<file path="config.mk">
export PLATFORM = sky130hd
export DESIGN_NAME = char_sequence_deque_store_flat
export DESIGN_NICKNAME = d
export VERILOG_FILES = /design/src/hdl/cdq_pkg.sv /design/src/hdl/cdq_ifs.sv /design/src/hdl/cdq_ram.sv /design/src/hdl/cdq_ctrl.sv /design/src/hdl/cdq_out_stage.sv /design/src/hdl/char_sequence_deque_store.sv /design/src/flat_wrapper.sv
export SDC_FILE = /design/constraint.sdc
export NUM_CORES = 1
export LEC_CHECK = 0
export ABC_AREA = 1
export BUFFER_PORTS_ARGS = -buffer_cell sky130_fd_sc_hd__buf_2
export CORE_MARGIN = 10
export CORE_UTILIZATION = 25
export DETAILED_ROUTE_END_ITERATION = 7
export PLACE_DENSITY_LB_ADDON = 0.08
export SETUP_SLACK_MARGIN = 0.3
export SLEW_MARGIN = 20
export SYNTH_ARGS = -nofsm -noshare
export SYNTH_HDL_FRONTEND = slang
export SYNTH_HIERARCHICAL = 1
export SYNTH_SLANG_ARGS = --single-unit
</file>
<file path="constraint.sdc">
create_clock -name clk -period 5 [get_ports clk]
set_clock_uncertainty 0.1 [all_clocks]
set_input_delay 0 -clock clk [delete_from_list [all_inputs] [get_ports clk]]
set_output_delay 0 -clock clk [all_outputs]
set_load 0.005 [all_outputs]
</file>
<file path="src/hdl/cdq_pkg.sv">
`timescale 1ns / 1ps
`default_nettype none

package cdq_pkg;

    // store depth, power of two (pointers wrap by natural overflow)
    localparam int DEPTH  = 64;
    localparam int ADDR_W = $clog2(DEPTH);
    localparam int CNT_W  = $clog2(DEPTH + 1);
    localparam int DATA_W = 8;
    localparam int OP_W   = 3;
    localparam int POS_W  = 7;
    localparam int LEN_W  = 7;

    localparam logic [DATA_W-1:0] EMPTY_MARK = 8'h23;

    typedef enum logic [OP_W-1:0] {
        OP_PUSH_FRONT,
        OP_PUSH_BACK,
        OP_POP_FRONT,
        OP_POP_BACK,
        OP_DELETE,
        OP_SEARCH,
        OP_REPLACE,
        OP_REVERSE
    } op_t;

    typedef enum logic [1:0] {
        ST_OK,
        ST_FULL,
        ST_EMPTY,
        ST_NOKEY
    } status_t;

    typedef enum logic [2:0] {
        S_IDLE,
        S_EXEC,
        S_POP_WAIT,
        S_SCAN,
        S_SHIFT,
        S_FINISH
    } state_t;

    typedef struct packed {
        logic [DATA_W-1:0] value_out;
        logic              found;
        logic [POS_W-1:0]  position;
        logic [LEN_W-1:0]  length;
        status_t           status;
    } result_t;

endpackage

`default_nettype wire

</file>
<file path="src/hdl/cdq_ifs.sv">
`timescale 1ns / 1ps
`default_nettype none

interface cdq_req_if;
    logic                            valid;
    logic                            ready;
    logic [cdq_pkg::OP_W-1:0]        req_type;
    logic [cdq_pkg::DATA_W-1:0]      value_in;
    logic [cdq_pkg::DATA_W-1:0]      new_value;

    modport source (output valid, req_type, value_in, new_value, input ready);
    modport sink   (input valid, req_type, value_in, new_value, output ready);
endinterface

interface cdq_rsp_if;
    logic                            valid;
    logic                            ready;
    logic [cdq_pkg::DATA_W-1:0]      value_out;
    logic                            found;
    logic [cdq_pkg::POS_W-1:0]       position;
    logic [cdq_pkg::LEN_W-1:0]       length;
    cdq_pkg::status_t                status;

    modport source (output valid, value_out, found, position, length, status, input ready);
    modport sink   (input valid, value_out, found, position, length, status, output ready);
endinterface

`default_nettype wire

</file>
<file path="src/hdl/cdq_ram.sv">
`timescale 1ns / 1ps
`default_nettype none

module cdq_ram #(
    parameter int WIDTH = 8,
    parameter int DEPTH = 64
) (
    input  wire logic                     clk,
    input  wire logic                     we,
    input  wire logic [$clog2(DEPTH)-1:0] waddr,
    input  wire logic [WIDTH-1:0]         wdata,
    input  wire logic                     re,
    input  wire logic [$clog2(DEPTH)-1:0] raddr,
    output logic      [WIDTH-1:0]         rdata
);

    logic [WIDTH-1:0] mem [DEPTH];

    always_ff @(posedge clk)
    begin
        if (we)
        begin
            mem[waddr] <= wdata;
        end
        if (re)
        begin
            rdata <= mem[raddr];
        end
    end

endmodule

`default_nettype wire

</file>
<file path="src/hdl/cdq_ctrl.sv">
`timescale 1ns / 1ps
`default_nettype none

module cdq_ctrl (
    input  wire logic          clk,
    input  wire logic          rst_n,
    cdq_req_if.sink            req,
    output logic               res_valid,
    output cdq_pkg::result_t   res,
    input  wire logic          res_ready
);

    localparam int AW = cdq_pkg::ADDR_W;
    localparam int CW = cdq_pkg::CNT_W;
    localparam int DW = cdq_pkg::DATA_W;

    cdq_pkg::state_t  state_reg, state_next;
    cdq_pkg::op_t     op_reg, op_next;
    logic [DW-1:0]    key_reg, key_next;
    logic [DW-1:0]    nval_reg, nval_next;
    logic [AW-1:0]    head_reg, head_next;
    logic             dir_reg, dir_next;
    logic [CW-1:0]    len_reg, len_next;
    logic [CW-1:0]    rd_idx_reg, rd_idx_next;
    logic             cmp_vld_reg, cmp_vld_next;
    logic [CW-1:0]    cmp_idx_reg, cmp_idx_next;
    logic             found_reg, found_next;
    logic [CW-1:0]    pos_reg, pos_next;
    logic [DW-1:0]    vout_reg, vout_next;
    cdq_pkg::status_t status_reg, status_next;

    logic          ram_we, ram_re;
    logic [AW-1:0] ram_waddr, ram_raddr;
    logic [DW-1:0] ram_wdata, ram_rdata;

    logic accept, full, empty, rd_hit, cmp_last, rd_more;

    // logical position -> memory address; dir set means the order runs downward
    function automatic logic [AW-1:0] phys(input logic [AW-1:0] head, input logic dir,
                                           input logic [CW-1:0] p);
        logic [AW-1:0] off;
        off = p[AW-1:0];
        return dir ? (head - off) : (head + off);
    endfunction

    cdq_ram #(
        .WIDTH (DW),
        .DEPTH (cdq_pkg::DEPTH)
    ) u_ram (
        .clk   (clk),
        .we    (ram_we),
        .waddr (ram_waddr),
        .wdata (ram_wdata),
        .re    (ram_re),
        .raddr (ram_raddr),
        .rdata (ram_rdata)
    );

    assign req.ready = (state_reg == cdq_pkg::S_IDLE);
    assign accept    = req.valid && req.ready;
    assign full      = (len_reg == CW'(cdq_pkg::DEPTH));
    assign empty     = (len_reg == '0);
    assign rd_hit    = cmp_vld_reg && (ram_rdata == key_reg);
    assign cmp_last  = cmp_vld_reg && (cmp_idx_reg == len_reg - CW'(1));
    assign rd_more   = (rd_idx_reg < len_reg);

    always_comb
    begin
        state_next = state_reg;
        unique case (state_reg)
            cdq_pkg::S_IDLE:
            begin
                if (accept)
                begin
                    state_next = cdq_pkg::S_EXEC;
                end
            end
            cdq_pkg::S_EXEC:
            begin
                unique case (op_reg) inside
                    cdq_pkg::OP_POP_FRONT, cdq_pkg::OP_POP_BACK:
                        state_next = empty ? cdq_pkg::S_FINISH : cdq_pkg::S_POP_WAIT;
                    cdq_pkg::OP_DELETE, cdq_pkg::OP_SEARCH, cdq_pkg::OP_REPLACE:
                        state_next = empty ? cdq_pkg::S_FINISH : cdq_pkg::S_SCAN;
                    default:
                        state_next = cdq_pkg::S_FINISH;
                endcase
            end
            cdq_pkg::S_POP_WAIT:
            begin
                state_next = cdq_pkg::S_FINISH;
            end
            cdq_pkg::S_SCAN:
            begin
                if (rd_hit && (op_reg == cdq_pkg::OP_SEARCH))
                begin
                    state_next = cdq_pkg::S_FINISH;
                end
                else if (rd_hit && (op_reg == cdq_pkg::OP_DELETE))
                begin
                    state_next = cmp_last ? cdq_pkg::S_FINISH : cdq_pkg::S_SHIFT;
                end
                else if (cmp_last)
                begin
                    state_next = cdq_pkg::S_FINISH;
                end
            end
            cdq_pkg::S_SHIFT:
            begin
                if (cmp_last)
                begin
                    state_next = cdq_pkg::S_FINISH;
                end
            end
            cdq_pkg::S_FINISH:
            begin
                if (res_ready)
                begin
                    state_next = cdq_pkg::S_IDLE;
                end
            end
            default:
            begin
                state_next = cdq_pkg::S_IDLE;
            end
        endcase
    end

    always_comb
    begin
        op_next      = op_reg;
        key_next     = key_reg;
        nval_next    = nval_reg;
        head_next    = head_reg;
        dir_next     = dir_reg;
        len_next     = len_reg;
        rd_idx_next  = rd_idx_reg;
        cmp_vld_next = cmp_vld_reg;
        cmp_idx_next = cmp_idx_reg;
        found_next   = found_reg;
        pos_next     = pos_reg;
        vout_next    = vout_reg;
        status_next  = status_reg;
        ram_we       = 1'b0;
        ram_waddr    = head_reg;
        ram_wdata    = key_reg;
        ram_re       = 1'b0;
        ram_raddr    = head_reg;

        unique case (state_reg)
            cdq_pkg::S_IDLE:
            begin
                if (accept)
                begin
                    op_next      = cdq_pkg::op_t'(req.req_type);
                    key_next     = req.value_in;
                    nval_next    = req.new_value;
                    rd_idx_next  = '0;
                    cmp_vld_next = 1'b0;
                    found_next   = 1'b0;
                    pos_next     = '0;
                    vout_next    = '0;
                    status_next  = cdq_pkg::ST_OK;
                end
            end
            cdq_pkg::S_EXEC:
            begin
                unique case (op_reg) inside
                    cdq_pkg::OP_PUSH_FRONT:
                    begin
                        if (full)
                        begin
                            status_next = cdq_pkg::ST_FULL;
                        end
                        else
                        begin
                            head_next = dir_reg ? (head_reg + AW'(1)) : (head_reg - AW'(1));
                            ram_we    = 1'b1;
                            ram_waddr = head_next;
                            len_next  = len_reg + CW'(1);
                        end
                    end
                    cdq_pkg::OP_PUSH_BACK:
                    begin
                        if (full)
                        begin
                            status_next = cdq_pkg::ST_FULL;
                        end
                        else
                        begin
                            ram_we    = 1'b1;
                            ram_waddr = phys(head_reg, dir_reg, len_reg);
                            len_next  = len_reg + CW'(1);
                        end
                    end
                    cdq_pkg::OP_POP_FRONT, cdq_pkg::OP_POP_BACK:
                    begin
                        if (empty)
                        begin
                            vout_next   = cdq_pkg::EMPTY_MARK;
                            status_next = cdq_pkg::ST_EMPTY;
                        end
                        else
                        begin
                            ram_re   = 1'b1;
                            len_next = len_reg - CW'(1);
                            if (op_reg == cdq_pkg::OP_POP_FRONT)
                            begin
                                ram_raddr = head_reg;
                                head_next = phys(head_reg, dir_reg, CW'(1));
                            end
                            else
                            begin
                                ram_raddr = phys(head_reg, dir_reg, len_reg - CW'(1));
                            end
                        end
                    end
                    cdq_pkg::OP_REVERSE:
                    begin
                        // last entry becomes the head, walk direction flips
                        head_next = phys(head_reg, dir_reg, len_reg - CW'(1));
                        dir_next  = ~dir_reg;
                    end
                    default:
                    begin
                        if (empty)
                        begin
                            status_next = cdq_pkg::ST_NOKEY;
                        end
                    end
                endcase
            end
            cdq_pkg::S_POP_WAIT:
            begin
                vout_next = ram_rdata;
            end
            cdq_pkg::S_SCAN:
            begin
                // read one entry ahead of the compare
                ram_re       = rd_more;
                ram_raddr    = phys(head_reg, dir_reg, rd_idx_reg);
                rd_idx_next  = rd_more ? (rd_idx_reg + CW'(1)) : rd_idx_reg;
                cmp_vld_next = rd_more;
                cmp_idx_next = rd_idx_reg;
                if (rd_hit)
                begin
                    if (!found_reg)
                    begin
                        found_next = 1'b1;
                        pos_next   = cmp_idx_reg + CW'(1);
                    end
                    if (op_reg == cdq_pkg::OP_REPLACE)
                    begin
                        ram_we    = 1'b1;
                        ram_waddr = phys(head_reg, dir_reg, cmp_idx_reg);
                        ram_wdata = nval_reg;
                    end
                    if (op_reg == cdq_pkg::OP_DELETE)
                    begin
                        rd_idx_next  = cmp_idx_reg + CW'(1);
                        cmp_vld_next = 1'b0;
                        if (cmp_last)
                        begin
                            len_next = len_reg - CW'(1);
                        end
                    end
                end
                else if (cmp_last && !found_reg)
                begin
                    status_next = cdq_pkg::ST_NOKEY;
                end
            end
            cdq_pkg::S_SHIFT:
            begin
                // close the gap: entry i+1 moves to i
                ram_re       = rd_more;
                ram_raddr    = phys(head_reg, dir_reg, rd_idx_reg);
                rd_idx_next  = rd_more ? (rd_idx_reg + CW'(1)) : rd_idx_reg;
                cmp_vld_next = rd_more;
                cmp_idx_next = rd_idx_reg;
                if (cmp_vld_reg)
                begin
                    ram_we    = 1'b1;
                    ram_waddr = phys(head_reg, dir_reg, cmp_idx_reg - CW'(1));
                    ram_wdata = ram_rdata;
                end
                if (cmp_last)
                begin
                    len_next = len_reg - CW'(1);
                end
            end
            default:
            begin
            end
        endcase
    end

    always_ff @(posedge clk or negedge rst_n)
    begin
        if (!rst_n)
        begin
            state_reg   <= cdq_pkg::S_IDLE;
            head_reg    <= '0;
            dir_reg     <= 1'b0;
            len_reg     <= '0;
            cmp_vld_reg <= 1'b0;
        end
        else
        begin
            state_reg   <= state_next;
            head_reg    <= head_next;
            dir_reg     <= dir_next;
            len_reg     <= len_next;
            cmp_vld_reg <= cmp_vld_next;
        end
    end

    always_ff @(posedge clk)
    begin
        op_reg      <= op_next;
        key_reg     <= key_next;
        nval_reg    <= nval_next;
        rd_idx_reg  <= rd_idx_next;
        cmp_idx_reg <= cmp_idx_next;
        found_reg   <= found_next;
        pos_reg     <= pos_next;
        vout_reg    <= vout_next;
        status_reg  <= status_next;
    end

    assign res_valid     = (state_reg == cdq_pkg::S_FINISH);
    assign res.value_out = vout_reg;
    assign res.found     = found_reg;
    assign res.position  = cdq_pkg::POS_W'(pos_reg);
    assign res.length    = cdq_pkg::LEN_W'(len_reg);
    assign res.status    = status_reg;

endmodule

`default_nettype wire

</file>
<file path="src/hdl/cdq_out_stage.sv">
`timescale 1ns / 1ps
`default_nettype none

module cdq_out_stage (
    input  wire logic             clk,
    input  wire logic             rst_n,
    input  wire logic             res_valid,
    input  wire cdq_pkg::result_t res,
    output logic                  res_ready,
    cdq_rsp_if.source             rsp
);

    logic             vld_reg, vld_next;
    cdq_pkg::result_t data_reg;
    logic             load;

    assign res_ready = !vld_reg || rsp.ready;
    assign load      = res_valid && res_ready;

    always_comb
    begin
        vld_next = vld_reg;
        if (load)
        begin
            vld_next = 1'b1;
        end
        else if (rsp.ready)
        begin
            vld_next = 1'b0;
        end
    end

    always_ff @(posedge clk or negedge rst_n)
    begin
        if (!rst_n)
        begin
            vld_reg <= 1'b0;
        end
        else
        begin
            vld_reg <= vld_next;
        end
    end

    always_ff @(posedge clk)
    begin
        if (load)
        begin
            data_reg <= res;
        end
    end

    assign rsp.valid     = vld_reg;
    assign rsp.value_out = data_reg.value_out;
    assign rsp.found     = data_reg.found;
    assign rsp.position  = data_reg.position;
    assign rsp.length    = data_reg.length;
    assign rsp.status    = data_reg.status;

endmodule

`default_nettype wire

</file>
<file path="src/hdl/char_sequence_deque_store.sv">
`timescale 1ns / 1ps
`default_nettype none

// Search/delete/replace walk the entries through the single RAM read port,
// one entry a cycle. One item at a time: the next beat is taken in the cycle
// after the result moves into the output register. Reset clears length and
// pointers; no memory clear pass.
module char_sequence_deque_store (
    input  wire logic  clk,
    input  wire logic  rst_n,
    cdq_req_if.sink    req,
    cdq_rsp_if.source  rsp
);

    logic             res_valid;
    logic             res_ready;
    cdq_pkg::result_t res;

    cdq_ctrl u_ctrl (
        .clk       (clk),
        .rst_n     (rst_n),
        .req       (req),
        .res_valid (res_valid),
        .res       (res),
        .res_ready (res_ready)
    );

    cdq_out_stage u_out (
        .clk       (clk),
        .rst_n     (rst_n),
        .res_valid (res_valid),
        .res       (res),
        .res_ready (res_ready),
        .rsp       (rsp)
    );

endmodule

`default_nettype wire

</file>
<file path="src/flat_wrapper.sv">
// flat-port wrapper written by rule: the top's interface ports become plain ports
module char_sequence_deque_store_flat 
  (clk, rst_n, req_valid, req_req_type, req_value_in, req_new_value, req_ready, rsp_valid, rsp_value_out, rsp_found, rsp_position, rsp_length, rsp_status, rsp_ready);
  cdq_req_if req_i ();
  cdq_rsp_if rsp_i ();
  input  wire logic clk;
  input  wire logic rst_n;
  input wire logic [$bits(req_i.valid)-1:0] req_valid;
  input wire logic [$bits(req_i.req_type)-1:0] req_req_type;
  input wire logic [$bits(req_i.value_in)-1:0] req_value_in;
  input wire logic [$bits(req_i.new_value)-1:0] req_new_value;
  output wire logic [$bits(req_i.ready)-1:0] req_ready;
  output wire logic [$bits(rsp_i.valid)-1:0] rsp_valid;
  output wire logic [$bits(rsp_i.value_out)-1:0] rsp_value_out;
  output wire logic [$bits(rsp_i.found)-1:0] rsp_found;
  output wire logic [$bits(rsp_i.position)-1:0] rsp_position;
  output wire logic [$bits(rsp_i.length)-1:0] rsp_length;
  output wire logic [$bits(rsp_i.status)-1:0] rsp_status;
  input wire logic [$bits(rsp_i.ready)-1:0] rsp_ready;
  assign req_i.valid = req_valid;
  assign req_i.req_type = req_req_type;
  assign req_i.value_in = req_value_in;
  assign req_i.new_value = req_new_value;
  assign req_ready = req_i.ready;
  assign rsp_valid = rsp_i.valid;
  assign rsp_value_out = rsp_i.value_out;
  assign rsp_found = rsp_i.found;
  assign rsp_position = rsp_i.position;
  assign rsp_length = rsp_i.length;
  assign rsp_status = rsp_i.status;
  assign rsp_i.ready = rsp_ready;
  char_sequence_deque_store u_core (.clk(clk), .rst_n(rst_n), .req(req_i), .rsp(rsp_i));
endmodule
</file>
* Word-level counts from Yosys, hierarchy flattened
Memories as Yosys holds them, arrays and structs flattened. A register that Yosys moved wholly into a read port is not among the register bits. Cells that the tools add are included. Widths: inputs -> output; s select.
Word-level totals: bits in registers 95, RAM bits 512, input port bits 23, output and inout port bits 27, logic and storage cells 188, memories kept 1
Memories:
- u_core.u_ctrl.u_ram.mem | depth 64, bits a word 8, read ports 1, clocked after memory_dff 1, write ports 1, line cdq_ram.sv:17 | logic [WIDTH-1:0] mem [DEPTH];
Cells by class: add/sub/neg operators 17, $lt $le $gt $ge 1, equal/unequal tests 33, multiplexer cells 81, bitwise logic cells 1, reductions and logical operators 34
Operators with widths (count):
- $mux 6 | 17
- $mux 7 | 11
- $mux 8 | 6
- $pmux 7 s3 | 2
- $pmux 6 s3 | 2
- $add 6x6->6 | 5
- $sub 6x6->6 | 5
- $pmux 7 s2 | 2
- $pmux 6 s2 | 2
- $pmux 8 s3 | 1
- $add 7x1->7 const B | 3
- $mux 3 | 7
- $ne 2x2->1 const B | 10
- $eq 3x3->1 const B | 6
- $ne 3x3->1 const B | 6
- $pmux 3 s6 | 1
- $mux 1 | 16
- $pmux 8 s2 | 1
- $reduce_bool 3->1 | 5
- $eq 3x2->1 const B | 4
- $mux 2 | 6
- $pmux 2 s3 | 2
- $reduce_and 4->1 | 3
- $sub 6x1->6 const B | 2
- 24 further kinds | 42

* Longest topological paths before layout
depth in word-level cells 7, depth in mapped cells 25, depth with buffers taken out 25

* Modules after synthesis
Netlist, hierarchy kept.
By module, submodules not included:
- cdq_ram | times used 1, cells an instance 1819, area an instance 21384.3 µm², seq. area each 15615.0 µm²
- cdq_ctrl | times used 1, cells an instance 918, area an instance 6586.3 µm², seq. area each 1981.9 µm²
- cdq_out_stage | times used 1, cells an instance 31, area an instance 795.8 µm², seq. area each 775.7 µm²

* Worst setup path before layout
No wires, ideal clock.
kind register -> register, start reg u_core.u_ctrl.cmp_idx_reg[0], end mem u_core.u_ctrl.u_ram.mem[56][0], enable pin, setup time 383 ps, arrival time 3485 ps, data required time 4517 ps, slack 1032 ps, cell stages (with the launch flop) 22, buffers on the path 1, period minus slack after synthesis 3968 ps, cells stage by stage edfxtp_1 -> clkbuf_1 -> inv_1 -> ha_1 -> inv_1 -> nand2_1 -> nand2_1 -> inv_1 -> a31oi_1 -> xor2_1 -> ha_1 -> a21oi_1 -> o21ai_0 -> nor2_1 -> inv_1 -> nand2_1 -> nand3_1 -> nand2_1 -> nand3_1 -> nand4_1 -> nand3_1 -> nor3_1
On the way: cells in the longest elaborated chain, start to end 5, elaborated cells between the ends (all ways) 11, those cells by class add/sub: 5; mux: 6
Ends and longest elaborated chain:
- start: declaration | line cdq_ctrl.sv:26 | logic [CW-1:0] cmp_idx_reg, cmp_idx_next;
- start signal: assignment | line cdq_ctrl.sv:324 | cmp_idx_reg <= cmp_idx_next;
- $sub 6x1->6, or another cell as far along | line cdq_ctrl.sv:284 | ram_waddr = phys(head_reg, dir_reg, cmp_idx_reg - CW'(1));
- $add 6x6->6, or another cell as far along | line cdq_ctrl.sv:43 | return dir ? (head - off) : (head + off);
- $mux 6, on equally long branches | line cdq_ctrl.sv:43, cdq_ctrl.sv:252
- $mux 6, on equally long branches | line cdq_ctrl.sv:281, cdq_ctrl.sv:245
- $pmux 6 s3 * | line cdq_ctrl.sv:150 | unique case (state_reg)
- net u_core.u_ctrl.ram_waddr[5] | line cdq_ctrl.sv:33 | logic [AW-1:0] ram_waddr, ram_raddr;
- end: declaration | line cdq_ram.sv:17
Mark *: on every way through the listed nets, which the timed path passes. The rest lies on a longest branch.

* Final worst setup path
start reg u_core.u_ctrl.len_reg[1], end reg u_core.u_ctrl.u_ram.rdata[7], read port of u_core.u_ctrl.u_ram.mem, data pin
On the way: cells in the longest elaborated chain, start to end 7, elaborated cells between the ends (all ways) 13, those cells by class add/sub: 3; order compare: 1; mux: 8; reduce/logical: 1
Ends and longest elaborated chain:
- start: declaration | line cdq_ctrl.sv:23 | logic [CW-1:0] len_reg, len_next;
- start signal: assignment | line cdq_ctrl.sv:313 | len_reg <= len_next;
- $sub 7x1->7
- $add 6x6->6 or $sub 6x6->6 (tied branches) | line cdq_ctrl.sv:43
- $mux 6 | line cdq_ctrl.sv:43
- $mux 6 | line cdq_ctrl.sv:207 | if (op_reg == cdq_pkg::OP_POP_FRONT)
- $mux 6 * | line cdq_ctrl.sv:198 | if (empty)
- $mux 6 * | line cdq_ctrl.sv:168 | unique case (op_reg) inside
- $pmux 6 s2 * | line cdq_ctrl.sv:150
- net u_core.u_ctrl.ram_raddr[1] | line cdq_ctrl.sv:33
- end: declaration | line cdq_ram.sv:14 | output logic [WIDTH-1:0] rdata
Marks and branches as above. A chain may end at the register's enable or synchronous reset.

==> results.py <==
metrics = {
    "floorplan": {
        "dieHeight_um": 359,
        "num_rows": 124,
        "die_area_sq_mm": 0.129,
        "top_level_ports": 50,
        "core_sq_mm": 0.114,
        "die_w_um": 359,
        "start_util_pct": 25.2,
    },
    "drt": {
        "ant_nets": 0,
        "drt-total-wl_um": 98400,
        "wl_per_cell_um": 21.9,
        "drc_errors": 0,
        "num_vias": 21028,
        "firstDrtPassIters": 5,
        "drt_iter0_drc": 1643,
        "vias_per_cell": 4.67,
    },
    "clocking": {
        "clkSinkCount": 615,
        "cts-root-buf": "clkbuf_16",
        "cts-buffers-inserted": 75,
        "cts-root-to-sink-buffers": 3,
        "insertion_delay_ps": 640,
        "cts_tree": "done",
        "cts.clk_slew.worst_paths_ps": 60,
        "cts.htree.levels": 3,
    },
    "yosys": {
        "synth_cell_types": 50,
        "netlist_area_sq_mm": 0.0288,
        "ys_warn_count": 6,
        "seq_area_frac_synth_pct": 63.9,
        "synthCells": 2768,
        "ys_ff_latch": 615,
        "syn_nets": 2840,
        "avgSynthCellArea_sq_um": 10.4,
    },
    "timing": {
        "setup_tns_ps": 0,
        "rsz0062_at_grt": "true",
        "period_share_pct": 91.2,
        "worst_slack_ps": 442,
        "max_slew_margin_pct": 33.3,
        "slew_viol_final": 0,
        "setup_viol": 0,
        "tightestPinTransition_ps": 998,
        "fmax_mhz": 219,
        "hold_viol": 0,
        "fin_crit_ps": 4560,
    },
    "placement": {
        "place.gp.congestion": 0.868,
        "post-dp-hpwl_um": 62900,
        "port-buffer-count": 49,
        "dp_slack_ps": 310,
        "dp_cells": 4316,
    },
    "status": {
        "outcome": "completed",
    },
    "finish": {
        "finalNonFillerCells": 4499,
        "nNetsFinal": 2999,
        "syn_to_final_growth_pct": 19.3,
        "final_common_cell": "nand2_1",
        "final_cell_mix": "nand2_1 (866), edfxtp_1 (596), nand3_1 (508)",
        "diodes": 0,
        "n_fill_cell": 11826,
        "largest_register_ffs": 512,
        "drive_gt1_share_pct": 12.2,
        "largest_register": "u_core/u_ctrl/u_ram/mem",
    },
    "power_and_ir_drop": {
        "swShare_pct": 20.4,
        "clockPowerShare_pct": 49.7,
        "cellLeakagePower_nw": 12.7,
        "ir_drop_mv": 0.234,
        "power_switching_mw": 2.27,
        "power_frac_comb_pct": 0.4,
        "p_per_area_mw_per_mm2": 325,
        "internal_power_mw": 8.88,
        "seq_power_share_pct": 49.9,
    },
    "global_routing": {
        "antenna_found_initial": 2,
        "track_usage_pct": 14.6,
        "grt_pass1_wl_um": 144000,
        "overflow": 0,
        "grt_start_max_net_pins": 137,
        "grt_pass1_vias": 21127,
    },
    "worst_setup_path": {
        "crit_chain": "inv_1, ha_1, inv_1, nor2_1, o31ai_2, fa_1, o21ai_0, o211ai_1, buf_4, inv_4, buf_12, nand3_1, nand3_1, nand2_1, nand2_1, nand3_1, nand3_1, nand2_1",
        "crit_path_start_kind": "flop",
        "critical_path_required_ps": 5280,
        "crit_type": "flop to flop",
        "cp_max_fo": 72,
        "setup.worst_path.end_class": "flop",
        "cp.arrival_ps": 4840,
        "crit_slowest_cell": "fa_1",
        "critPathMaxStageDelay_ps": 550,
        "cpMostUsedCell": "nand3_1",
    },
    "hold_path": {
        "hp-class": "input port to flop",
    },
    "run": {
        "cap_violations": 0,
    },
}
stage by stage:
step | hold slack (ps) | instance area (sq um) | total power [mW] | utilization [%]
3_3_place_gp | -55.8 | 31200 | 5.69 | 27.3
2_1_floorplan | -396 | 28800 | 5.68 | -
6_report | 146 | 34300 | 11.2 | 30.0
3_5_place_dp | -46.7 | 31200 | 5.69 | 27.3
5_1_grt | 153 | 34300 | 11.6 | 30.0
4_1_cts | 86.4 | 34100 | 11.3 | 29.8
critical path, delay by kind of cell, from the launching register on:
kind | cells | cell delay [ps]
DFF | 1 | 450
adders and majority gates | 2 | 940
buffers and inverters | 5 | 890
and+or+nand+nor | 8 | 1030
AOI/OAI and AO/OA | 3 | 810
cell families (layout without fill, tap and decap cells):
group                    after synthesis  after routing  synth area share [%]
flip-flops                           615            615                  63.9
adder cells (fa/ha/maj)               49             49                  2.26
AO/OA/AOI/OAI                        191            191                  3.79
AND/OR/NAND/NOR                     1596           1596                  24.0
XOR/XNOR                              41             41                  1.25
buffers and inverters                276            495                  4.83
routing by layer:
layer	vias to the layer above	global-route usage, %	part of all wire [%]
met5	-	0	0
met1	10415	20.2	47
li1	9944	-	-
met4	0	3.73	2.0
met3	118	2.19	4.5
met2	551	23.8	46
power groups by stage:
stage                     Clock, mW  Combinational [mW]  Sequential (mW)
after global routing           5.95              0.0453             5.56
after floorplan                   0            0.000398             5.68
after detailed placement          0              0.0139             5.68
after CTS                      5.73              0.0422             5.57
final                          5.54              0.0419             5.57
after global placement            0              0.0143             5.68
final timing paths:
kind | slack [ps] | cells past startpoint | to | from
worst max-delay path | 440 | 18 | u_core/u_ctrl/u_ram/rdata[7] | u_core/u_ctrl/len_reg[1]
worst min-delay path | 150 | 5 | u_core/u_out/rsp.valid | rsp_ready
worst max register to register | 440 | 18 | u_core/u_ctrl/u_ram/rdata[7] | u_core/u_ctrl/len_reg[1]
worst min register to register | 320 | 0 | u_core/u_out/rsp.value_out[7] | u_core/u_ctrl/vout_reg[7]
max in group asynchronous | 4350 | 4 | u_core/u_ctrl/len_reg[4] | rst_n
min in group asynchronous | 280 | 4 | u_core/u_ctrl/head_reg[1] | rst_n
layout make-up:
class / instances / area, sq um / share of cell area (%)
inverters: 146 / 558 / 1.63
clock inverters: 47 / 543 / 1.58
repair buffers: 212 / 1850 / 5.39
clock buffers: 90 / 1950 / 5.70
well taps: 1512 / 1890 / 5.51
multi-input cells: 1877 / 9140 / 26.6
flip-flops and latches: 615 / 18400 / 53.5
repair_timing:
| item | 4_1_cts | 5_1_grt |
|---|---|---|
| hold buffers | 43 | 0 |
| gates resized for setup | 1 | 40 |
| cloned | 0 | 2 |
| hold endpoints to repair | 88 | 0 |
| endpoints found under the setup margin | 1 | 310 |
| buffers inserted | 0 | 1 |
| pin swaps | 0 | 2 |
cells in the mapped netlist (all sizes together):
cell | number | area [sq um]
o21a | 1 | 7.51
a32oi | 1 | 8.76
or2 | 3 | 18.8
ha | 44 | 551
edfxtp | 596 | 17900
a21oi | 61 | 313
nor2 | 153 | 612
buf | 116 | 783
o21bai | 1 | 7.51
clkbuf | 14 | 52.6
o2111ai | 1 | 8.76
o211ai | 32 | 240
nand3 | 512 | 2570
nor3 | 23 | 143
nand3b | 1 | 7.51
nand2 | 880 | 3370
a21o | 2 | 15.0
clkinv | 4 | 15.0
dfrtp | 19 | 475
inv | 142 | 538
o22ai | 7 | 43.8
o21ai | 77 | 389
nor3b | 1 | 7.51
a211oi | 2 | 15.0
nor4 | 4 | 55.1
nand4 | 18 | 113
o221ai | 1 | 8.76
or3 | 1 | 6.26
a31oi | 4 | 25.0
o31ai | 1 | 7.51
xor2 | 33 | 289
xnor2 | 8 | 70.1
fa | 5 | 100
Power figures use the tool's default switching activity.
